## config.mk

```make
export PLATFORM = sky130hd
export DESIGN_NAME = top_k_score_table_unit
export DESIGN_NICKNAME = d
export VERILOG_FILES = /design/src/rtl/tkst_pkg.sv /design/src/rtl/tkst_cell.sv /design/src/rtl/top_k_score_table_unit.sv
export SDC_FILE = /design/constraint.sdc
export NUM_CORES = 1
export LEC_CHECK = 0
export ABC_AREA = 1
export ABC_CLOCK_PERIOD_IN_PS = 3400
export BUFFER_PORTS_ARGS = -buffer_cell sky130_fd_sc_hd__clkbuf_2
export CAP_MARGIN = 20
export CORE_AREA = 2 2 278 390
export DETAILED_ROUTE_END_ITERATION = 10
export DIE_AREA = 0 0 280 392
export PLACE_DENSITY = 0.5
export SLEW_MARGIN = 20
export SYNTH_ARGS = -nofsm -noshare
export SYNTH_HDL_FRONTEND = slang
export SYNTH_HIERARCHICAL = 1
export SYNTH_SLANG_ARGS = --single-unit
```

## constraint.sdc

```tcl
create_clock -name clk_i -period 3.4 [get_ports clk_i]
set_clock_uncertainty 0.05 [all_clocks]
set_input_delay 0.17 -clock clk_i [delete_from_list [all_inputs] [get_ports clk_i]]
set_output_delay 0.17 -clock clk_i [all_outputs]
set_load 0.05 [all_outputs]
```

## src/rtl/tkst_pkg.sv

```systemverilog
// Package for the top-k score table: payload types, command codes, slot type and per-cell control type.
`default_nettype none
package tkst_pkg;

  typedef enum logic [1:0] {
    CMD_INSERT = 2'd0,
    CMD_CHECK  = 2'd1,
    CMD_READ   = 2'd2
  } tkst_cmd_e;

  typedef struct packed {
    logic [1:0]  command;
    logic [30:0] score;
    logic [7:0]  level;
    logic [3:0]  rank;
  } tkst_in_t;

  typedef struct packed {
    logic        ok_flag;
    logic [3:0]  position;
    logic [30:0] entry_score;
    logic [7:0]  entry_level;
    logic [3:0]  filled;
  } tkst_out_t;

  typedef struct packed {
    logic [30:0] score;
    logic [7:0]  level;
  } tkst_slot_t;

  // Per-cell control from the top level.
  typedef struct packed {
    logic ins;       // accepted insert transaction this cycle
    logic occupied;  // cell index below the fill count
    logic rank_hit;  // read rank addresses this cell
  } tkst_ctrl_t;

endpackage
`default_nettype wire

```

## src/rtl/tkst_cell.sv

```systemverilog
// One compare-and-shift cell of the sorted score chain.
`default_nettype none
module tkst_cell
  import tkst_pkg::*;
(
  input  wire logic       clk_i,
  input  wire tkst_ctrl_t ctrl_i,
  input  wire tkst_slot_t new_slot_i,
  input  wire tkst_slot_t prev_slot_i,
  input  wire logic       prev_keep_i,
  output logic            keep_o,
  output logic            place_o,
  output tkst_slot_t      slot_o,
  output tkst_slot_t      rd_slot_o
);

  tkst_slot_t slot_q, slot_d;

  // Held entry stays put when it ranks at or above the new score.
  assign keep_o  = ctrl_i.occupied && (slot_q.score >= new_slot_i.score);
  assign place_o = prev_keep_i && !keep_o;

  always_comb begin
    slot_d = slot_q;
    if (ctrl_i.ins && !keep_o) begin
      slot_d = prev_keep_i ? new_slot_i : prev_slot_i;
    end
  end

  always_ff @(posedge clk_i) begin
    slot_q <= slot_d;
  end

  // Held pair handed to the next cell down the chain.
  assign slot_o    = slot_q;
  assign rd_slot_o = (ctrl_i.rank_hit && ctrl_i.occupied) ? slot_q : '0;

endmodule
`default_nettype wire

```

## src/rtl/top_k_score_table_unit.sv

```systemverilog
// Top level: bounded sorted top-k score table built as a chain of cells.
// Throughput: one command per cycle unless output back-pressure stalls the input.
// Every cell compares and shifts in the same cycle; each result is registered in out_q.
// Input is taken whenever the output register is empty or being drained.
// Reset clears the fill count and the output valid; slot contents stay undefined
// until written and are never read before then.
`default_nettype none
module top_k_score_table_unit
  import tkst_pkg::*;
#(
  parameter int ENTRIES = 10
) (
  input  wire logic     clk_i,
  input  wire logic     rst_ni,
  input  wire logic     in_valid_i,
  output logic          in_ready_o,
  input  wire tkst_in_t in_data_i,
  output logic          out_valid_o,
  input  wire logic     out_ready_i,
  output tkst_out_t     out_data_o
);

  localparam int CW = $clog2(ENTRIES + 1);

  logic [CW-1:0] count_q, count_d;
  logic          out_valid_q;
  tkst_out_t     out_q, out_d;

  logic                     in_fire;
  logic [ENTRIES-1:0]       keep;
  logic [ENTRIES-1:0]       place;
  tkst_slot_t               rd_slot [ENTRIES];
  tkst_slot_t               cell_slot [ENTRIES];
  tkst_slot_t               new_slot;
  tkst_ctrl_t               ctrl [ENTRIES];
  logic                     is_insert;
  logic                     full;
  logic                     qual;
  logic [CW-1:0]            pos;
  logic [CW+3:0]            pos_ext;
  logic [CW+3:0]            cnt_ext;
  logic [CW+3:0]            rank_ext;
  logic [CW+3:0]            fill_ext;
  tkst_slot_t               rd_any;

  assign in_ready_o = !out_valid_q || out_ready_i;
  assign in_fire    = in_valid_i && in_ready_o;
  assign is_insert  = (in_data_i.command == CMD_INSERT);
  assign full       = (count_q == CW'(ENTRIES));
  assign new_slot   = '{score: in_data_i.score, level: in_data_i.level};
  assign rank_ext   = {{CW{1'b0}}, in_data_i.rank};

  for (genvar i = 0; i < ENTRIES; i++) begin : g_cell
    logic prev_keep;
    tkst_slot_t prev_slot;
    if (i == 0) begin : g_head
      assign prev_keep = 1'b1;
      assign prev_slot = new_slot;
    end else begin : g_body
      assign prev_keep = keep[i-1];
      assign prev_slot = cell_slot[i-1];
    end
    assign ctrl[i].ins      = in_fire && is_insert;
    assign ctrl[i].occupied = (count_q > CW'(i));
    assign ctrl[i].rank_hit = (rank_ext == (CW+4)'(i));

    tkst_cell u_cell (
      .clk_i       (clk_i),
      .ctrl_i      (ctrl[i]),
      .new_slot_i  (new_slot),
      .prev_slot_i (prev_slot),
      .prev_keep_i (prev_keep),
      .keep_o      (keep[i]),
      .place_o     (place[i]),
      .slot_o      (cell_slot[i]),
      .rd_slot_o   (rd_slot[i])
    );
  end

  // Keep bits form a thermometer; the new pair lands at the first cell not kept.
  assign qual = !keep[ENTRIES-1];

  always_comb begin
    pos    = CW'(ENTRIES);
    rd_any = '0;
    for (int i = 0; i < ENTRIES; i++) begin
      if (place[i]) begin
        pos = CW'(i);
      end
      rd_any = rd_any | rd_slot[i];
    end
  end

  assign pos_ext = {4'b0, pos};

  always_comb begin
    count_d  = count_q;
    out_d    = '0;
    case (in_data_i.command)
      CMD_INSERT: begin
        out_d.ok_flag  = qual;
        out_d.position = pos_ext[3:0];
        if (qual && !full) begin
          count_d = count_q + CW'(1);
        end
      end
      CMD_CHECK: begin
        out_d.ok_flag = qual;
      end
      CMD_READ: begin
        if (rank_ext < cnt_ext) begin
          out_d.ok_flag     = 1'b1;
          out_d.entry_score = rd_any.score;
          out_d.entry_level = rd_any.level;
        end
      end
      default: begin
      end
    endcase
    fill_ext     = {4'b0, count_d};
    out_d.filled = fill_ext[3:0];
  end

  assign cnt_ext = {4'b0, count_q};

  always_ff @(posedge clk_i or negedge rst_ni) begin
    if (!rst_ni) begin
      count_q     <= '0;
      out_valid_q <= 1'b0;
    end else begin
      if (in_fire) begin
        count_q     <= count_d;
        out_valid_q <= 1'b1;
      end else if (out_ready_i) begin
        out_valid_q <= 1'b0;
      end
    end
  end

  always_ff @(posedge clk_i) begin
    if (in_fire) begin
      out_q <= out_d;
    end
  end

  assign out_valid_o = out_valid_q;
  assign out_data_o  = out_q;

  a_count_bound: assert property (@(posedge clk_i) disable iff (!rst_ni)
    count_q <= CW'(ENTRIES))
    else $error("fill count exceeds table depth");

  a_one_place: assert property (@(posedge clk_i) disable iff (!rst_ni)
    $onehot0(place))
    else $error("more than one insertion point in the chain");

  a_count_inc: assert property (@(posedge clk_i) disable iff (!rst_ni)
    (in_fire && is_insert && qual && !full) |=> (count_q == $past(count_q) + CW'(1)))
    else $error("kept insert into a non-full table did not grow the count");

  a_count_hold: assert property (@(posedge clk_i) disable iff (!rst_ni)
    (in_fire && !is_insert) |=> (count_q == $past(count_q)))
    else $error("non-insert transaction changed the fill count");

endmodule
`default_nettype wire
```

==> impl_metrics.yaml <==
status:
  run_status: "complete, no violations"
job:
  cap_viol_max_count: 0
synth:
  synth_sequential_area_ratio_pct: 41.91
  synth_nets: 4660
  yosys_warnings: 6
  synth-edff-count: 438
  synth.avg_cell_area_um2: 7.379
  synth-seq-cells: 443
  synth_ff_type: "sky130_fd_sc_hd__edfxtp_1"
  mappedNetlistArea_um2: 31680
  synthCells: 4293
  synth-async-reset-ratio_pct: 1.129
  post_synth_num_cell_types: 31
worst_setup_path:
  timing.reg2reg.setup_slack_ns: 0.30
  arrival_ns: 3.40
  critical_r2r_capture: "out_data_o[7]$_SDFFCE_PN0P_"
  required_ns: 3.70
  worstSetupEndpoint: "out_data_o[7]$_SDFFCE_PN0P_"
  startpoint_of_the_most_critical_setup_path: "count_q[1]$_DFFE_PN0P_"
  endpoint_kind: "register"
  r2r_cells: 11
  critical_path_class: "register to register"
  kind_of_start_point_of_the_critical_path: "register"
  critical_path.reg2reg.startpoint: "count_q[1]$_DFFE_PN0P_"
  critPathMaxFanout: 20
power:
  seqPwrFrac_pct: 39.3
  p_int_w: 0.01138
  cellPowerDensity_nw_per_um2: 478.4
  leakagePower_nw: 19.20
  pwr-share-clk_pct: 33.2
  netSwitchingFraction_pct: 34.62
  net_switching_power_figure_w: 0.006026
  combinational_power_share_pct: 27.4
  irDropWorstVdd_v: 0.0003061
clock_tree:
  worstSkewPairLatency_ns: 0.62
  tritoncts: "yes"
  numCtsBuffers: 51
  cts_resized: 0
  sinks_on_clock_net: 443
  clock_tree.buffer_depth: 3
  cts-root-buf: "sky130_fd_sc_hd__clkbuf_16"
  cts-htree-levels: 2
  postCtsSetupRepairBufs: 0
  cts.reportedPaths.clkPinSlew_ns: 0.06
die:
  die_height_um: 392
  area_of_the_core_um2: 106400
  die-area_um2: 109800
  start_util_pct: 29.77
  rows: 142
  die_x_um: 280
  top_level_ports: 99
cells_and_area:
  most-common-layout-cells: "1235 x sky130_fd_sc_hd__nand2_1, 901 x sky130_fd_sc_hd__inv_1, 658 x sky130_fd_sc_hd__nor2_1"
  layout.cell_area.non_filler_um2: 36390
  layout_commonest_cell: "sky130_fd_sc_hd__nand2_1"
  proportion_of_layout_cells_with_a_drive_suffix_above_1_pct: 9.121
  number_of_diodes: 0
  filler_cell_count: 11270
  final_nets: 4824
  syn2layout_area_growth_pct: 14.86
sta:
  final-max-slew-violation-count: 0
  maxClockFrequency_mhz: 322.2
  worst_pin_slew_ns: 0.8048
  finalCritPeriodShare_pct: 91.28
  worst_slack_ns: 0.2963
  grt_setup_unrepaired: "false"
  slew_headroom_pct: 46.35
  report.final.hold_viol_count: 0
  setup_total_negative_slack_ns: 0
  layout_min_cycle_time_ns: 3.104
  finalSetupViolCount: 0
global_route:
  use_met1_pct: 22.38
  grt_pass1_wl_um: 159400
  global_route.usage.met2_pct: 35.90
  first_global_vias: 25900
  grt_start_max_net_pins: 71
  grt.busiest_layer: "met2"
  grt_util_all_layers_pct: 19.48
  met3_usage_pct: 2.703
  overflow: 0
  antenna_violations_before_repair: 4
placement:
  place_area_um2: 34620
  post-dp-hpwl_um: 82960
  numPortBuffers: 98
  detailedPlace.worstSlack_ns: 0.2959
  gpl.final_weighted_congestion: 0.8718
routing:
  detail_route.first_pass.iterations: 5
  routed_via_density: 4.519
  num_vias: 26500
  first_iter_violations: 1782
  wl_per_cell_um: 18.25
  postRouteWirelength_um: 107000
  post-route-drc-count: 0
  post_drt_antenna_nets: 0
min_path:
  worst_hold_path_type: "input port to register"
==> worst min path at each step <==
stage                        from                               endpoint  slack [ns]  cells after the start
floorplan                  rst_ni                 count_q[0]$_DFFE_PN0P_       -0.18                      0
global placement           rst_ni                out_valid_o$_DFFE_PN0P_       -0.05                      1
detailed placement         rst_ni                out_valid_o$_DFFE_PN0P_       -0.04                      1
CTS                 in_data_i[24]  g_cell[0].u_cell/slot_o[20]$_DFFE_PP_       0.002                      3
global route         in_data_i[9]   g_cell[1].u_cell/slot_o[5]$_DFFE_PP_        0.03                      3
finish              in_data_i[24]  g_cell[9].u_cell/slot_o[20]$_DFFE_PP_        0.02                      3
==> critical path: stages (launching register included) <==
cell	delay, ns
sky130_fd_sc_hd__dfrtp_1	0.42
sky130_fd_sc_hd__inv_1	0.25
sky130_fd_sc_hd__ha_1	0.27
sky130_fd_sc_hd__a21oi_1	0.26
sky130_fd_sc_hd__nand2_2	0.20
sky130_fd_sc_hd__buf_4	0.31
sky130_fd_sc_hd__nor2_1	0.08
sky130_fd_sc_hd__nor2_1	0.16
sky130_fd_sc_hd__nand2_1	0.13
sky130_fd_sc_hd__nor4_1	0.42
sky130_fd_sc_hd__buf_4	0.22
sky130_fd_sc_hd__nor2_1	0.05
==> power groups by stage <==
stage	clock, W	combinational (W)	sequential [W]
floorplan	0	0.00282	0.00706
global placement	0	0.00473	0.00696
detailed placement	0	0.00476	0.00697
CTS	0.00596	0.00479	0.00685
global route	0.00611	0.00531	0.00689
finish	0.00579	0.00477	0.00685
==> layer usage <==
layer | routed length [um] | share of wire, %
met1 | 42550 | 40
met2 | 54320 | 51
met3 | 5497 | 5.1
met4 | 4627 | 4.3
met5 | 26 | 0.024
==> synth_stat cells (12+ instances only) <==
library cell / n / area (um^2)
sky130_fd_sc_hd__edfxtp_1: 438 / 13150
sky130_fd_sc_hd__clkbuf_1: 21 / 78.83
sky130_fd_sc_hd__o21ai_0: 43 / 215.2
sky130_fd_sc_hd__nor2_1: 658 / 2470
sky130_fd_sc_hd__nor2_2: 50 / 312.8
sky130_fd_sc_hd__nand2_1: 1245 / 4673
sky130_fd_sc_hd__inv_1: 902 / 3386
sky130_fd_sc_hd__buf_2: 100 / 500.5
sky130_fd_sc_hd__nand2_2: 14 / 87.58
sky130_fd_sc_hd__o21ai_1: 262 / 1311
sky130_fd_sc_hd__nor4_1: 40 / 250.2
sky130_fd_sc_hd__inv_2: 12 / 45.04
sky130_fd_sc_hd__ha_1: 318 / 3979
sky130_fd_sc_hd__a21oi_1: 134 / 670.6
==> per-stage QoR <==
stage | total power, W | cells | utilization (%) | hold slack (ns)
after floorplan | 0.009881 | 4293 | - | -0.1756
after global placement | 0.01169 | 5762 | 32.53 | -0.04511
after detailed placement | 0.01173 | 5762 | 32.53 | -0.04359
after CTS | 0.01760 | 5863 | 34.19 | 0.002179
after global routing | 0.01831 | 5863 | 34.19 | 0.03137
final | 0.01741 | 5863 | 34.19 | 0.02466
==> cells by family after synthesis <==
kind of cell	share of synthesized area, %
AND/OR/NAND/NOR	25.37
buffers and inverters	12.82
XOR/XNOR	0.05136
other	0.01184
adder cells (fa/ha/maj)	12.56
AO/OA/AOI/OAI	7.268
flip-flops	41.91
==> sequential cells by signal, indices dropped and copies added, names as in the netlist <==
register / flops
g_cell.u_cell/slot_o: 390
out_data_o: 48
count_q: 4
out_valid_o: 1
==> final cells by class <==
| cell class | instances | area (um^2) | area share [%] |
|---|---|---|---|
| clock buffers | 65 | 1391 | 3.824 |
| inverters | 915 | 3437 | 9.446 |
| flip-flops and latches | 443 | 13280 | 36.49 |
| repair buffers | 236 | 1814 | 4.986 |
| well taps | 1368 | 1712 | 4.704 |
| clock inverters | 26 | 277.8 | 0.7634 |
| multi-input cells | 2810 | 14480 | 39.79 |
==> what timing repair did <==
item                                    CTS  global route
endpoints found under the hold margin    36             0
endpoints found under the setup margin    0             0
hold buffers                             10             0
(Power assumes the default switching activity.)
